File: config.mk
export PLATFORM = sky130hd
export DESIGN_NAME = round_robin_completion_times
export DESIGN_NICKNAME = d
export VERILOG_FILES = /design/src/rtl/rrct_pkg.sv /design/src/rtl/rrct_ram.sv /design/src/rtl/rrct_seq.sv /design/src/rtl/rrct_dp.sv /design/src/rtl/round_robin_completion_times.sv
export SDC_FILE = /design/constraint.sdc
export NUM_CORES = 2
export LEC_CHECK = 0
export BUFFER_PORTS_ARGS = -buffer_cell sky130_fd_sc_hd__buf_2
export CAP_MARGIN = 30
export CORE_MARGIN = 10
export CORE_UTILIZATION = 38
export CTS_CLUSTER_DIAMETER = 150
export DETAILED_ROUTE_END_ITERATION = 6
export PLACE_DENSITY_LB_ADDON = 0.15
export SLEW_MARGIN = 10
export SYNTH_ARGS = -nofsm -noshare
export SYNTH_HDL_FRONTEND = slang
export SYNTH_SLANG_ARGS = --single-unit
File: constraint.sdc
create_clock -name clk -period 5.45 [get_ports clk]
set_input_delay 0.2725 -clock clk [delete_from_list [all_inputs] [get_ports clk]]
set_output_delay 0.2725 -clock clk [all_outputs]
set_load 0.02 [all_outputs]
File: src/rtl/rrct_pkg.sv
package rrct_pkg;

  // Field widths fixed by the interface.
  localparam int TIME_IN_W = 16;
  localparam int JOB_W     = 5;
  localparam int COMP_W    = 20;
  localparam int DIFF_W    = 21;
  localparam int TOT_W     = 25;

  localparam int DEF_MAX_JOBS = 16;
  localparam logic [TIME_IN_W-1:0] QUANTUM_RESET = 16'd4;

  // Microprogram addresses.
  localparam int STEP_W = 3;
  localparam logic [STEP_W-1:0] ST_LOAD     = 3'd0;
  localparam logic [STEP_W-1:0] ST_INIT     = 3'd1;
  localparam logic [STEP_W-1:0] ST_TURN_RD  = 3'd2;
  localparam logic [STEP_W-1:0] ST_TURN_EX  = 3'd3;
  localparam logic [STEP_W-1:0] ST_OUT_RD   = 3'd4;
  localparam logic [STEP_W-1:0] ST_OUT_DIFF = 3'd5;
  localparam logic [STEP_W-1:0] ST_OUT_EMIT = 3'd6;
  localparam logic [STEP_W-1:0] ST_FINISH   = 3'd7;

  // Jump conditions: the jump is taken when the condition holds.
  localparam int JC_W = 3;
  localparam logic [JC_W-1:0] JC_NEXT      = 3'd0;
  localparam logic [JC_W-1:0] JC_ALWAYS    = 3'd1;
  localparam logic [JC_W-1:0] JC_NOT_CLOSE = 3'd2;
  localparam logic [JC_W-1:0] JC_TURNS     = 3'd3;
  localparam logic [JC_W-1:0] JC_OUTS      = 3'd4;

  typedef struct packed {
    logic              busy;
    logic              load;
    logic              init;
    logic              turn;
    logic              diff;
    logic              emit;
    logic              clear;
    logic [JC_W-1:0]   jcond;
    logic [STEP_W-1:0] target;
  } ctrl_t;

  typedef struct packed {
    logic load_close;
    logic turns_left;
    logic outs_left;
  } status_t;

  // Control store: one word per step.
  function automatic ctrl_t ucode(input logic [STEP_W-1:0] step);
    ctrl_t w;
    w = '0;
    w.busy = 1'b1;
    w.jcond = JC_NEXT;
    w.target = ST_LOAD;
    case (step)
      ST_LOAD: begin
        w.busy = 1'b0;
        w.load = 1'b1;
        w.jcond = JC_NOT_CLOSE;
        w.target = ST_LOAD;
      end
      ST_INIT: begin
        w.init = 1'b1;
      end
      ST_TURN_RD: begin
        w.jcond = JC_NEXT;
      end
      ST_TURN_EX: begin
        w.turn = 1'b1;
        w.jcond = JC_TURNS;
        w.target = ST_TURN_RD;
      end
      ST_OUT_RD: begin
        w.jcond = JC_NEXT;
      end
      ST_OUT_DIFF: begin
        w.diff = 1'b1;
      end
      ST_OUT_EMIT: begin
        w.emit = 1'b1;
        w.jcond = JC_OUTS;
        w.target = ST_OUT_RD;
      end
      ST_FINISH: begin
        w.clear = 1'b1;
        w.jcond = JC_ALWAYS;
        w.target = ST_LOAD;
      end
      default: begin
        w.jcond = JC_ALWAYS;
        w.target = ST_LOAD;
      end
    endcase
    return w;
  endfunction

endpackage

File: src/rtl/rrct_ram.sv
module rrct_ram #(
  parameter int WIDTH = 16,
  parameter int DEPTH = 16,
  localparam int AW = (DEPTH > 1) ? $clog2(DEPTH) : 1
) (
  input  logic             clk,
  input  logic             we,
  input  logic [AW-1:0]    waddr,
  input  logic [WIDTH-1:0] wdata,
  input  logic [AW-1:0]    raddr,
  output logic [WIDTH-1:0] rdata
);

  logic [WIDTH-1:0] mem [DEPTH];

  always_ff @(posedge clk) begin
    if (we) begin
      mem[waddr] <= wdata;
    end
    rdata <= mem[raddr];
  end

endmodule

File: src/rtl/rrct_seq.sv
module rrct_seq (
  input  logic             clk,
  input  logic             rst,
  input  rrct_pkg::status_t status,
  output rrct_pkg::ctrl_t   ctrl
);
  import rrct_pkg::*;

  logic [STEP_W-1:0] step;
  logic [STEP_W-1:0] step_next;
  logic              take;

  assign ctrl = ucode(step);

  always_comb begin
    case (ctrl.jcond)
      JC_NEXT:      take = 1'b0;
      JC_ALWAYS:    take = 1'b1;
      JC_NOT_CLOSE: take = !status.load_close;
      JC_TURNS:     take = status.turns_left;
      JC_OUTS:      take = status.outs_left;
      default:      take = 1'b1;
    endcase
    step_next = take ? ctrl.target : step + STEP_W'(1);
  end

  always_ff @(posedge clk) begin
    if (rst) begin
      step <= ST_LOAD;
    end else begin
      step <= step_next;
    end
  end

endmodule

File: src/rtl/rrct_dp.sv
module rrct_dp #(
  parameter int MAX_JOBS = rrct_pkg::DEF_MAX_JOBS
) (
  input  logic                                    clk,
  input  logic                                    rst,
  input  rrct_pkg::ctrl_t                         ctrl,
  output rrct_pkg::status_t                       status,
  input  logic                                    start,
  input  logic [rrct_pkg::TIME_IN_W-1:0]          arrival_time,
  input  logic [rrct_pkg::TIME_IN_W-1:0]          service_time,
  input  logic                                    last_job,
  input  logic                                    cfg_we,
  input  logic [rrct_pkg::TIME_IN_W-1:0]          cfg_wdata,
  output logic                                    result_valid,
  output logic [rrct_pkg::JOB_W-1:0]              job_number,
  output logic [rrct_pkg::COMP_W-1:0]             completion_time,
  output logic signed [rrct_pkg::DIFF_W-1:0]      turnaround,
  output logic signed [rrct_pkg::DIFF_W-1:0]      waiting,
  output logic signed [rrct_pkg::TOT_W-1:0]       total_turnaround,
  output logic signed [rrct_pkg::TOT_W-1:0]       total_waiting,
  output logic                                    last_result
);
  import rrct_pkg::*;

  localparam int IDXW  = (MAX_JOBS > 1) ? $clog2(MAX_JOBS) : 1;
  localparam int CNTW  = $clog2(MAX_JOBS + 1);
  localparam int TIMEW = TIME_IN_W + CNTW;
  localparam logic [CNTW-1:0] CNT_MAX = CNTW'(MAX_JOBS);
  localparam logic [CNTW-1:0] CNT_ONE = CNTW'(1);

  logic [TIME_IN_W-1:0]   quantum;
  logic [CNTW-1:0]        job_count;
  logic [TIMEW-1:0]       clock_time;
  logic [IDXW-1:0]        turn_pointer;
  logic [CNTW-1:0]        jobs_unfinished;
  logic [IDXW-1:0]        out_idx;
  logic [MAX_JOBS-1:0]    done_mask;
  logic signed [DIFF_W-1:0] tat_r;
  logic signed [DIFF_W-1:0] wt_r;
  logic signed [TOT_W-1:0]  tot_tat;
  logic signed [TOT_W-1:0]  tot_wt;

  logic [IDXW-1:0]              slot;
  logic                         load_fire;
  logic                         closing;
  logic [TIME_IN_W-1:0]         q_eff;
  logic [TIME_IN_W-1:0]         rem_rd;
  logic [2*TIME_IN_W-1:0]       job_rd;
  logic [TIMEW-1:0]             fin_rd;
  logic [TIME_IN_W-1:0]         arr_rd;
  logic [TIME_IN_W-1:0]         svc_rd;
  logic                         is_done;
  logic                         fits;
  logic [TIMEW-1:0]             finish_at;
  logic                         rem_we;
  logic [IDXW-1:0]              rem_waddr;
  logic [TIME_IN_W-1:0]         rem_wdata;
  logic                         fin_we;
  logic [CNTW-1:0]              ptr_inc;
  logic [CNTW-1:0]              out_inc;
  logic signed [TOT_W-1:0]      tot_tat_next;
  logic signed [TOT_W-1:0]      tot_wt_next;

  assign slot      = job_count[IDXW-1:0];
  assign load_fire = ctrl.load && start;
  assign closing   = last_job || (job_count + CNT_ONE == CNT_MAX);
  assign q_eff     = (quantum == '0) ? TIME_IN_W'(1) : quantum;
  assign arr_rd    = job_rd[2*TIME_IN_W-1:TIME_IN_W];
  assign svc_rd    = job_rd[TIME_IN_W-1:0];

  assign is_done   = done_mask[turn_pointer];
  assign fits      = rem_rd <= q_eff;
  assign finish_at = clock_time + TIMEW'(rem_rd);
  assign ptr_inc   = CNTW'(turn_pointer) + CNT_ONE;
  assign out_inc   = CNTW'(out_idx) + CNT_ONE;

  assign rem_we    = load_fire || (ctrl.turn && !is_done && !fits);
  assign rem_waddr = ctrl.load ? slot : turn_pointer;
  assign rem_wdata = ctrl.load ? service_time : rem_rd - q_eff;
  assign fin_we    = ctrl.turn && !is_done && fits;

  assign tot_tat_next = tot_tat + TOT_W'(tat_r);
  assign tot_wt_next  = tot_wt + TOT_W'(wt_r);

  assign status.load_close = start && closing;
  assign status.turns_left = is_done || !fits || (jobs_unfinished != CNT_ONE);
  assign status.outs_left  = out_inc != job_count;

  rrct_ram #(.WIDTH(2 * TIME_IN_W), .DEPTH(MAX_JOBS)) u_job_ram (
    .clk   (clk),
    .we    (load_fire),
    .waddr (slot),
    .wdata ({arrival_time, service_time}),
    .raddr (out_idx),
    .rdata (job_rd)
  );

  rrct_ram #(.WIDTH(TIME_IN_W), .DEPTH(MAX_JOBS)) u_rem_ram (
    .clk   (clk),
    .we    (rem_we),
    .waddr (rem_waddr),
    .wdata (rem_wdata),
    .raddr (turn_pointer),
    .rdata (rem_rd)
  );

  rrct_ram #(.WIDTH(TIMEW), .DEPTH(MAX_JOBS)) u_fin_ram (
    .clk   (clk),
    .we    (fin_we),
    .waddr (turn_pointer),
    .wdata (finish_at),
    .raddr (out_idx),
    .rdata (fin_rd)
  );

  always_ff @(posedge clk) begin
    if (rst) begin
      quantum         <= QUANTUM_RESET;
      job_count       <= '0;
      clock_time      <= '0;
      turn_pointer    <= '0;
      jobs_unfinished <= '0;
      out_idx         <= '0;
      done_mask       <= '0;
      tot_tat         <= '0;
      tot_wt          <= '0;
      result_valid    <= 1'b0;
    end else begin
      result_valid <= 1'b0;
      if (cfg_we) begin
        quantum <= cfg_wdata;
      end
      if (load_fire) begin
        job_count <= job_count + CNT_ONE;
      end
      if (ctrl.init) begin
        clock_time      <= '0;
        turn_pointer    <= '0;
        jobs_unfinished <= job_count;
        out_idx         <= '0;
        done_mask       <= '0;
        tot_tat         <= '0;
        tot_wt          <= '0;
      end
      if (ctrl.turn) begin
        if (!is_done) begin
          if (fits) begin
            clock_time                <= finish_at;
            done_mask[turn_pointer]   <= 1'b1;
            jobs_unfinished           <= jobs_unfinished - CNT_ONE;
          end else begin
            clock_time <= clock_time + TIMEW'(q_eff);
          end
        end
        turn_pointer <= (ptr_inc >= job_count) ? '0 : ptr_inc[IDXW-1:0];
      end
      if (ctrl.emit) begin
        tot_tat      <= tot_tat_next;
        tot_wt       <= tot_wt_next;
        out_idx      <= out_inc[IDXW-1:0];
        result_valid <= 1'b1;
      end
      if (ctrl.clear) begin
        job_count <= '0;
      end
    end
  end

  // Result payload registers.
  always_ff @(posedge clk) begin
    if (ctrl.diff) begin
      tat_r <= DIFF_W'(fin_rd) - DIFF_W'(arr_rd);
      wt_r  <= DIFF_W'(fin_rd) - DIFF_W'(arr_rd) - DIFF_W'(svc_rd);
    end
    if (ctrl.emit) begin
      job_number       <= JOB_W'(out_inc);
      completion_time  <= COMP_W'(fin_rd);
      turnaround       <= tat_r;
      waiting          <= wt_r;
      total_turnaround <= tot_tat_next;
      total_waiting    <= tot_wt_next;
      last_result      <= !status.outs_left;
    end
  end

endmodule

File: src/rtl/round_robin_completion_times.sv
// Round robin completion times. Jobs are loaded one word per cycle while busy is
// low: a word is taken at a clock edge with start high and busy low, and each one
// stores an arrival time and a service time. A word with last_job set, or the word
// that fills the last of MAX_JOBS slots, closes the batch. The block then raises
// busy and serves the jobs round robin in load order from time zero, granting at
// most the configured quantum per turn (a quantum of zero acts as one, and a job
// with no service finishes at its first turn without using time). Each visited slot
// has a read step, which reads the remaining service from memory, and an update
// step, and slots of finished jobs are still visited on later passes. After the
// schedule, one result word per job follows in load order, each made in a memory
// read step, a difference step and an accumulate step, and each held for exactly
// one cycle with result_valid high; the receiver cannot stall the block and
// must take every word as it appears. After the closing word the block therefore
// passes a setup step, the visited slots, the result words and a final step
// before the next batch can be loaded. The totals restart from zero with every
// batch, and the host divides them by the job count for averages. The quantum
// may only be written while busy is low.
module round_robin_completion_times #(
  parameter int MAX_JOBS = rrct_pkg::DEF_MAX_JOBS
) (
  input  logic                                clk,
  input  logic                                rst,
  input  logic                                start,
  output logic                                busy,
  input  logic [rrct_pkg::TIME_IN_W-1:0]      arrival_time,
  input  logic [rrct_pkg::TIME_IN_W-1:0]      service_time,
  input  logic                                last_job,
  input  logic                                cfg_we,
  input  logic [rrct_pkg::TIME_IN_W-1:0]      cfg_wdata,
  output logic                                result_valid,
  output logic [rrct_pkg::JOB_W-1:0]          job_number,
  output logic [rrct_pkg::COMP_W-1:0]         completion_time,
  output logic signed [rrct_pkg::DIFF_W-1:0]  turnaround,
  output logic signed [rrct_pkg::DIFF_W-1:0]  waiting,
  output logic signed [rrct_pkg::TOT_W-1:0]   total_turnaround,
  output logic signed [rrct_pkg::TOT_W-1:0]   total_waiting,
  output logic                                last_result
);
  import rrct_pkg::*;

  ctrl_t   ctrl;
  status_t status;

  // Busy is simply the control word's busy bit: only the load step takes words.
  assign busy = ctrl.busy;

  // The sequencer steps through the microprogram and jumps on datapath status.
  rrct_seq u_seq (
    .clk    (clk),
    .rst    (rst),
    .status (status),
    .ctrl   (ctrl)
  );

  // The datapath holds the job memories, the schedule counters and the result
  // registers; every action in it but the quantum write is enabled by a bit of the current control word.
  rrct_dp #(.MAX_JOBS(MAX_JOBS)) u_dp (
    .clk              (clk),
    .rst              (rst),
    .ctrl             (ctrl),
    .status           (status),
    .start            (start),
    .arrival_time     (arrival_time),
    .service_time     (service_time),
    .last_job         (last_job),
    .cfg_we           (cfg_we),
    .cfg_wdata        (cfg_wdata),
    .result_valid     (result_valid),
    .job_number       (job_number),
    .completion_time  (completion_time),
    .turnaround       (turnaround),
    .waiting          (waiting),
    .total_turnaround (total_turnaround),
    .total_waiting    (total_waiting),
    .last_result      (last_result)
  );

endmodule

Word level (Yosys, flattened, before mapping)
Memory sizes are Yosys's and may differ from the RTL's. A register that Yosys moved wholly into a read port is not among the register bits.
Cells that the tools add are included.
Operators by class
  $lt $le $gt $ge: 4
  bitwise gates (word level): 1
  $add $sub $neg: 12
  multiplexer cells: 44
  equal/unequal tests: 11
  reduce and logical (&&, ||, !) cells: 20
Operators by type and width (count)
  two-way mux 16 bit: 7
  two-way mux 21 bit: 4
  two-way mux 25 bit: 3
  adder 25 x 21 -> 25 bit: 2
  adder 21 x 16 -> 21 bit: 2
  subtractor 21 x 16 -> 21 bit: 2
  two-way mux 4 bit: 5
  two-way mux 5 bit: 4
  <= comparator 16 bit: 1
  logical NOT 16 bit: 1
  OR 16 bit: 1
  subtractor 16 bit: 1
  two-way mux 1 bit: 14
  equality test 3 bit, second input constant: 4
  case mux 3 bit (4 select lines): 1
  adder 4 x 1 -> 5 bit, second input constant: 2
  equality test 3 x 2 -> 1 bit, second input constant: 3
  logical AND 1 bit: 6
  logical NOT 3 bit: 2
  case mux 3 bit (2 select lines): 1
  adder 5 x 1 -> 5 bit, second input constant: 1
  equality test 5 bit, second input constant: 1
  >= comparator 5 bit: 1
  less-than comparator 4 x 5 -> 1 bit, second input constant: 1
  other kinds (15): 22
Storage, ports and cells
  output and inout bits: 120
  bits in writable memories: 1104
  flip-flop bits (word level): 285
  word-level logic and storage cells: 115
  input port bits: 53
  memories kept: 3
Memory list
  u_dp.u_job_ram.mem: words 16, width 32, read ports 1, clocked after memory_dff 1, wr ports 1, line rrct_ram.sv:14  | logic [WIDTH-1:0] mem [DEPTH];
  u_dp.u_fin_ram.mem: words 16, width 21, read ports 1, clocked after memory_dff 1, wr ports 1, line rrct_ram.sv:14
  u_dp.u_rem_ram.mem: words 16, width 16, read ports 1, clocked after memory_dff 1, wr ports 1, line rrct_ram.sv:14

Logic depth before layout (Yosys ltp)
  word-level depth: 8
  mapped depth: 22
  depth with buffers taken out: 22

Modules after synthesis
From an unflattened synthesis, not the netlist that was laid out.
Second synthesis, totals
  cell total of the unflattened synthesis: 3477
  area total of the unflattened synthesis: 59923.7 µm²
Modules (own cells, without submodules)
  rrct_ram at u_dp.u_job_ram: cells an instance 838, instances 1, area each 19854.0 µm²
  rrct_dp: cells an instance 1607, instances 1, area each 16358.2 µm²
  rrct_ram at u_dp.u_fin_ram: cells an instance 557, instances 1, area each 13277.7 µm²
  rrct_ram at u_dp.u_rem_ram: cells an instance 432, instances 1, area each 10043.4 µm²
  rrct_seq: cells an instance 43, instances 1, area each 390.4 µm²

Worst setup path before layout
OpenSTA, ideal clock, no wires.
  kind: flip-flop to flip-flop
  from: register u_seq.step[0]
  to: register u_dp.tot_tat[13]
  slack: 0.632 ns
  path buffers: 1
  library setup time: 0.080 ns
  cell stages (with the launch flop): 8
  arrival time: 4.737 ns
  cells stage by stage: dfxtp_1 > inv_1 > ha_1 > nand2_1 > clkinv_1 > clkbuf_1 > a22oi_1 > nor2_1
RTL lines
  start: declaration: line rrct_seq.sv:9  | logic [STEP_W-1:0] step;
  start signal: assignment: line rrct_seq.sv:31  | step <= step_next;
  end signal: assignment: line rrct_dp.sv:158  | tot_tat <= tot_tat_next;
  end: declaration: line rrct_dp.sv:40  | logic signed [TOT_W-1:0] tot_tat;

Final worst setup path
  from: register u_dp.u_fin_ram.rdata[0], read port of u_dp.u_fin_ram.mem
  to: register u_dp.wt_r[17] (data pin)
On the way
  longest elaborated chain between the ends: 2
Ends and longest elaborated chain
  start: declaration: line rrct_ram.sv:11  | output logic [WIDTH-1:0] rdata
  subtractor 21 x 16 -> 21 bit (2 in series): line rrct_dp.sv:173  | wt_r <= DIFF_W'(fin_rd) - DIFF_W'(arr_rd) - DIFF_W'(svc_rd);
  end signal: assignment: line rrct_dp.sv:173
  end: declaration: line rrct_dp.sv:39  | logic signed [DIFF_W-1:0] wt_r;
No other way between the ends.
A chain may end at the register's enable or synchronous reset.

==> flow_summary.yaml <==
yosys:
  syn_nets: 3506
  synth_top_family_by_area: "multiplexers"
  yosysWarnings: 0
  synth_edf_count: 1264
  synth_top_area_share_pct: 63.9
  synthCells: 3295
  ys_ff_latch: 1458
  synth_top_cell_by_area: "edfxtp_1"
  synth_common_cells: "1264 x edfxtp_1, 350 x mux4_2, 194 x dfxtp_1, 151 x ha_1, 151 x nor2_1"
  avgSynthCellArea_um2: 18.0
  synth_most_common_cell: "edfxtp_1"
  yosys.area_share.adder_pct: 3.42
  ys.flop_type: "edfxtp_1"
  muxShareOfSynthArea_pct: 13.6
  synth_cell_type_count: 79
  synth_xor_area_share_pct: 1.84
  synth_area_leaders: "edfxtp_1 64%, mux4_2 13%, dfxtp_1 6.5%, ha_1 3.2%, xnor2_1 1.2%"
  synth-compound-area-share_pct: 5.52
  ys_seq_area_share_pct: 70.4
  yosys.area_share.simple_pct: 3.57
  synthArstFlopShare_pct: 0
  synth_area_mm2: 0.0594
layout:
  nNetsFinal: 3873
  area_delta_synth_final_pct: 17.0
  drive_gt1_share_pct: 25.1
  design_area_mm2: 0.0695
  layoutNonFillerInstCount: 5855
critical_path:
  crit_arrival_ps: 5050
  crit_cells: 21
  max_stage_delay_ps: 420
  crit_fanout: 5
  critPathSlowestCell: "fa_1"
  r2r_cells: 21
  cp_num_buf_inv: 2
  required_ps: 6000
  endpoint_kind: "flip-flop"
  path_cells: "inv_1 > ha_1 > inv_1 > fa_1 > a211oi_1 > nor2_1 > o21a_1 > nor2_1 > o21ai_0 > a21oi_1 > nor2b_1 > o21ai_0 > a21oi_1 > ha_1 > and3_1 > a21oi_1 > o21ai_0 > o31ai_1 > a21oi_1 > or3_1 > xnor2_1"
  critical_path.top_delay_family: "compound AO/OA/AOI/OAI gates"
  start_kind: "flip-flop"
  crit_top_cell: "a21oi_1"
  critPathKind: "flip-flop to flip-flop"
die:
  design.core.area_mm2: 0.156
  rows: 145
  chipWidth_um: 415
  io_pins: 173
  dieArea_mm2: 0.173
  dieHeight_um: 415
  start_util_pct: 38.1
sta:
  worst_pin_slew_ps: 1010
  setup_viol: 0
  fin_tns_setup_ps: 0
  timing.fmax_ghz: 0.222
  slew_headroom_pct: 32.4
  maxSlewViolCount: 0
  fin_crit_ps: 4510
  rsz0062_at_grt: "false"
  setup_ws_ps: 944
  finalHoldViolCount: 0
  finalClockSkew_ps: 40.3
  finalCritPeriodShare_pct: 82.7
cts:
  clockBufferDepth: 3
  root_buffer: "clkbuf_16"
  cts_buffers: 155
  clkLatencyLatePin_ps: 800
  h-tree-depth: 4
  path_clk_slew_ps: 60
  cts_tree: "built"
  cts_sinks: 1458
placement:
  io_buffer_count: 172
  routabilityCongestion: 0.808
  postPlaceCellArea_mm2: 0.0634
  dp_hpwl_um: 102000
  post-place-ws_ps: 1000
  placed_cells_incl_taps: 5488
drt:
  wire_per_inst_um: 26.6
  vias_per_cell: 5.35
  first_iter_violations: 2799
  drcViolationCount: 0
  postRouteAntennaNets: 0
  wl_um: 156000
  drt_pass1_iterations: 5
  vias: 31334
flow_run:
  cap_violations: 0
grt:
  antenna_found_initial: 15
  grt_pass1_vias: 31670
  grt_max_degree: 113
  grt_usage_pct: 17.8
  gr-total-overflow: 0
  grt_pass1_wl_um: 226000
pwr:
  power_density_mw_per_mm2: 444
  p_leak_nw: 23.3
  irDropWorstVdd_mv: 0.339
  finalPower_w: 0.0309
min_path:
  hold_depth: 2
  hold_path_class: "primary input to flip-flop"
run_status:
  status: "completed"
worst register-to-register path: stages, from the launching register on:
cell      delay (ps)
dfxtp_1          310
inv_1             50
ha_1             160
inv_1             50
fa_1             420
a211oi_1         330
nor2_1           110
o21a_1           170
nor2_1           150
o21ai_0          100
a21oi_1          220
nor2b_1           70
o21ai_0          150
a21oi_1          130
ha_1             360
and3_1           190
a21oi_1          100
o21ai_0          150
o31ai_1          390
a21oi_1          180
or3_1            350
xnor2_1          130
placed cells by master (no fill, tap or decap), drive strengths merged, types with 45 or more instances in the layout:
cell / instances
a21o: 45
a21oi: 137
buf: 289
clkbuf: 210
dfxtp: 194
dlygate4sd3: 65
edfxtp: 1264
ha: 151
inv: 122
mux4: 350
nand2: 86
nor2: 151
o21ai: 89
xnor2: 84
final cells by class:
type,count,area (µm²)
clock buffer,210,4270
tap,2058,2570
clock inverter,77,1090
multi-input combinational,1582,16800
timing repair buffer,354,2500
antenna,5,12.5
sequential,1458,41900
inverter,111,422
fill,13456,86300
stage by stage:
stage                     util, %  hold slack (ps)
after floorplan                 -              371
after global placement       40.6              418
after detailed placement     40.7              428
after CTS                    44.5              104
after global routing         44.6              191
final                        44.6              185
what timing repair did:
action,4_1_cts,5_1_grt
setup buffers,0,0
hold buffers,65,0
resized for setup,0,0
endpoints found under the hold margin,546,0
final timing paths:
path                                                from                       end  slack (ps)
worst max-delay path             u_dp.u_fin_ram.rdata[0]             u_dp.wt_r[17]         940
worst min-delay path                              cfg_we           u_dp.quantum[2]         190
worst max register to register   u_dp.u_fin_ram.rdata[0]             u_dp.wt_r[17]         940
worst min register to register  u_dp.u_fin_ram.rdata[12]  u_dp.completion_time[12]         450
logic make-up (layout without fill, tap and decap cells):
group / Yosys count / after routing
AOI/OAI and AO/OA: 489 / 489
xor gates and xnor gates: 125 / 125
adders and majority gates: 158 / 158
buffers and inverters: 255 / 752
DFF: 1458 / 1458
muxes: 369 / 369
other: 0 / 5
and+or+nand+nor: 441 / 441
metal layers:
metal  up-vias  global-route usage (%)  wire length [µm]
met4         6                    5.62              4460
met5         -                       0                42
met2       840                    28.6             74000
met1     16289                    24.5             69700
li1      13977                       -                 -
met3       222                    3.28              7730
registers in the layout, indices dropped and copies added, names as in the netlist, 4 cells and up:
register               count
u_dp.job_count             5
u_dp.jobs_unfinished       5
u_dp.turn_pointer          4
u_dp.u_fin_ram.rdata      21
u_dp.u_rem_ram.mem       256
u_dp.wt_r                 21
u_dp.waiting              21
u_dp.quantum              16
u_dp.turnaround           21
u_dp.u_job_ram.rdata      32
u_dp.tot_wt               25
u_dp.u_fin_ram.mem       336
u_dp.tat_r                21
u_dp.clock_time           21
u_dp.total_waiting        25
u_dp.completion_time      20
u_dp.u_rem_ram.rdata      16
u_dp.done_mask            16
u_dp.job_number            5
u_dp.out_idx               4
u_dp.tot_tat              25
u_dp.u_job_ram.mem       512
u_dp.total_turnaround     25
report_power, final:
| part | internal (W) | leakage, nW | switching [W] | total, W |
|---|---|---|---|---|
| combinational | 0.00193 | 7.76 | 0.00379 | 0.00572 |
| clock | 0.00651 | 2.60 | 0.00449 | 0.0110 |
| sequential | 0.0137 | 13.0 | 0.000374 | 0.0141 |
| total | 0.0222 | 23.3 | 0.00866 | 0.0309 |
Power figures use the tool's default switching activity.
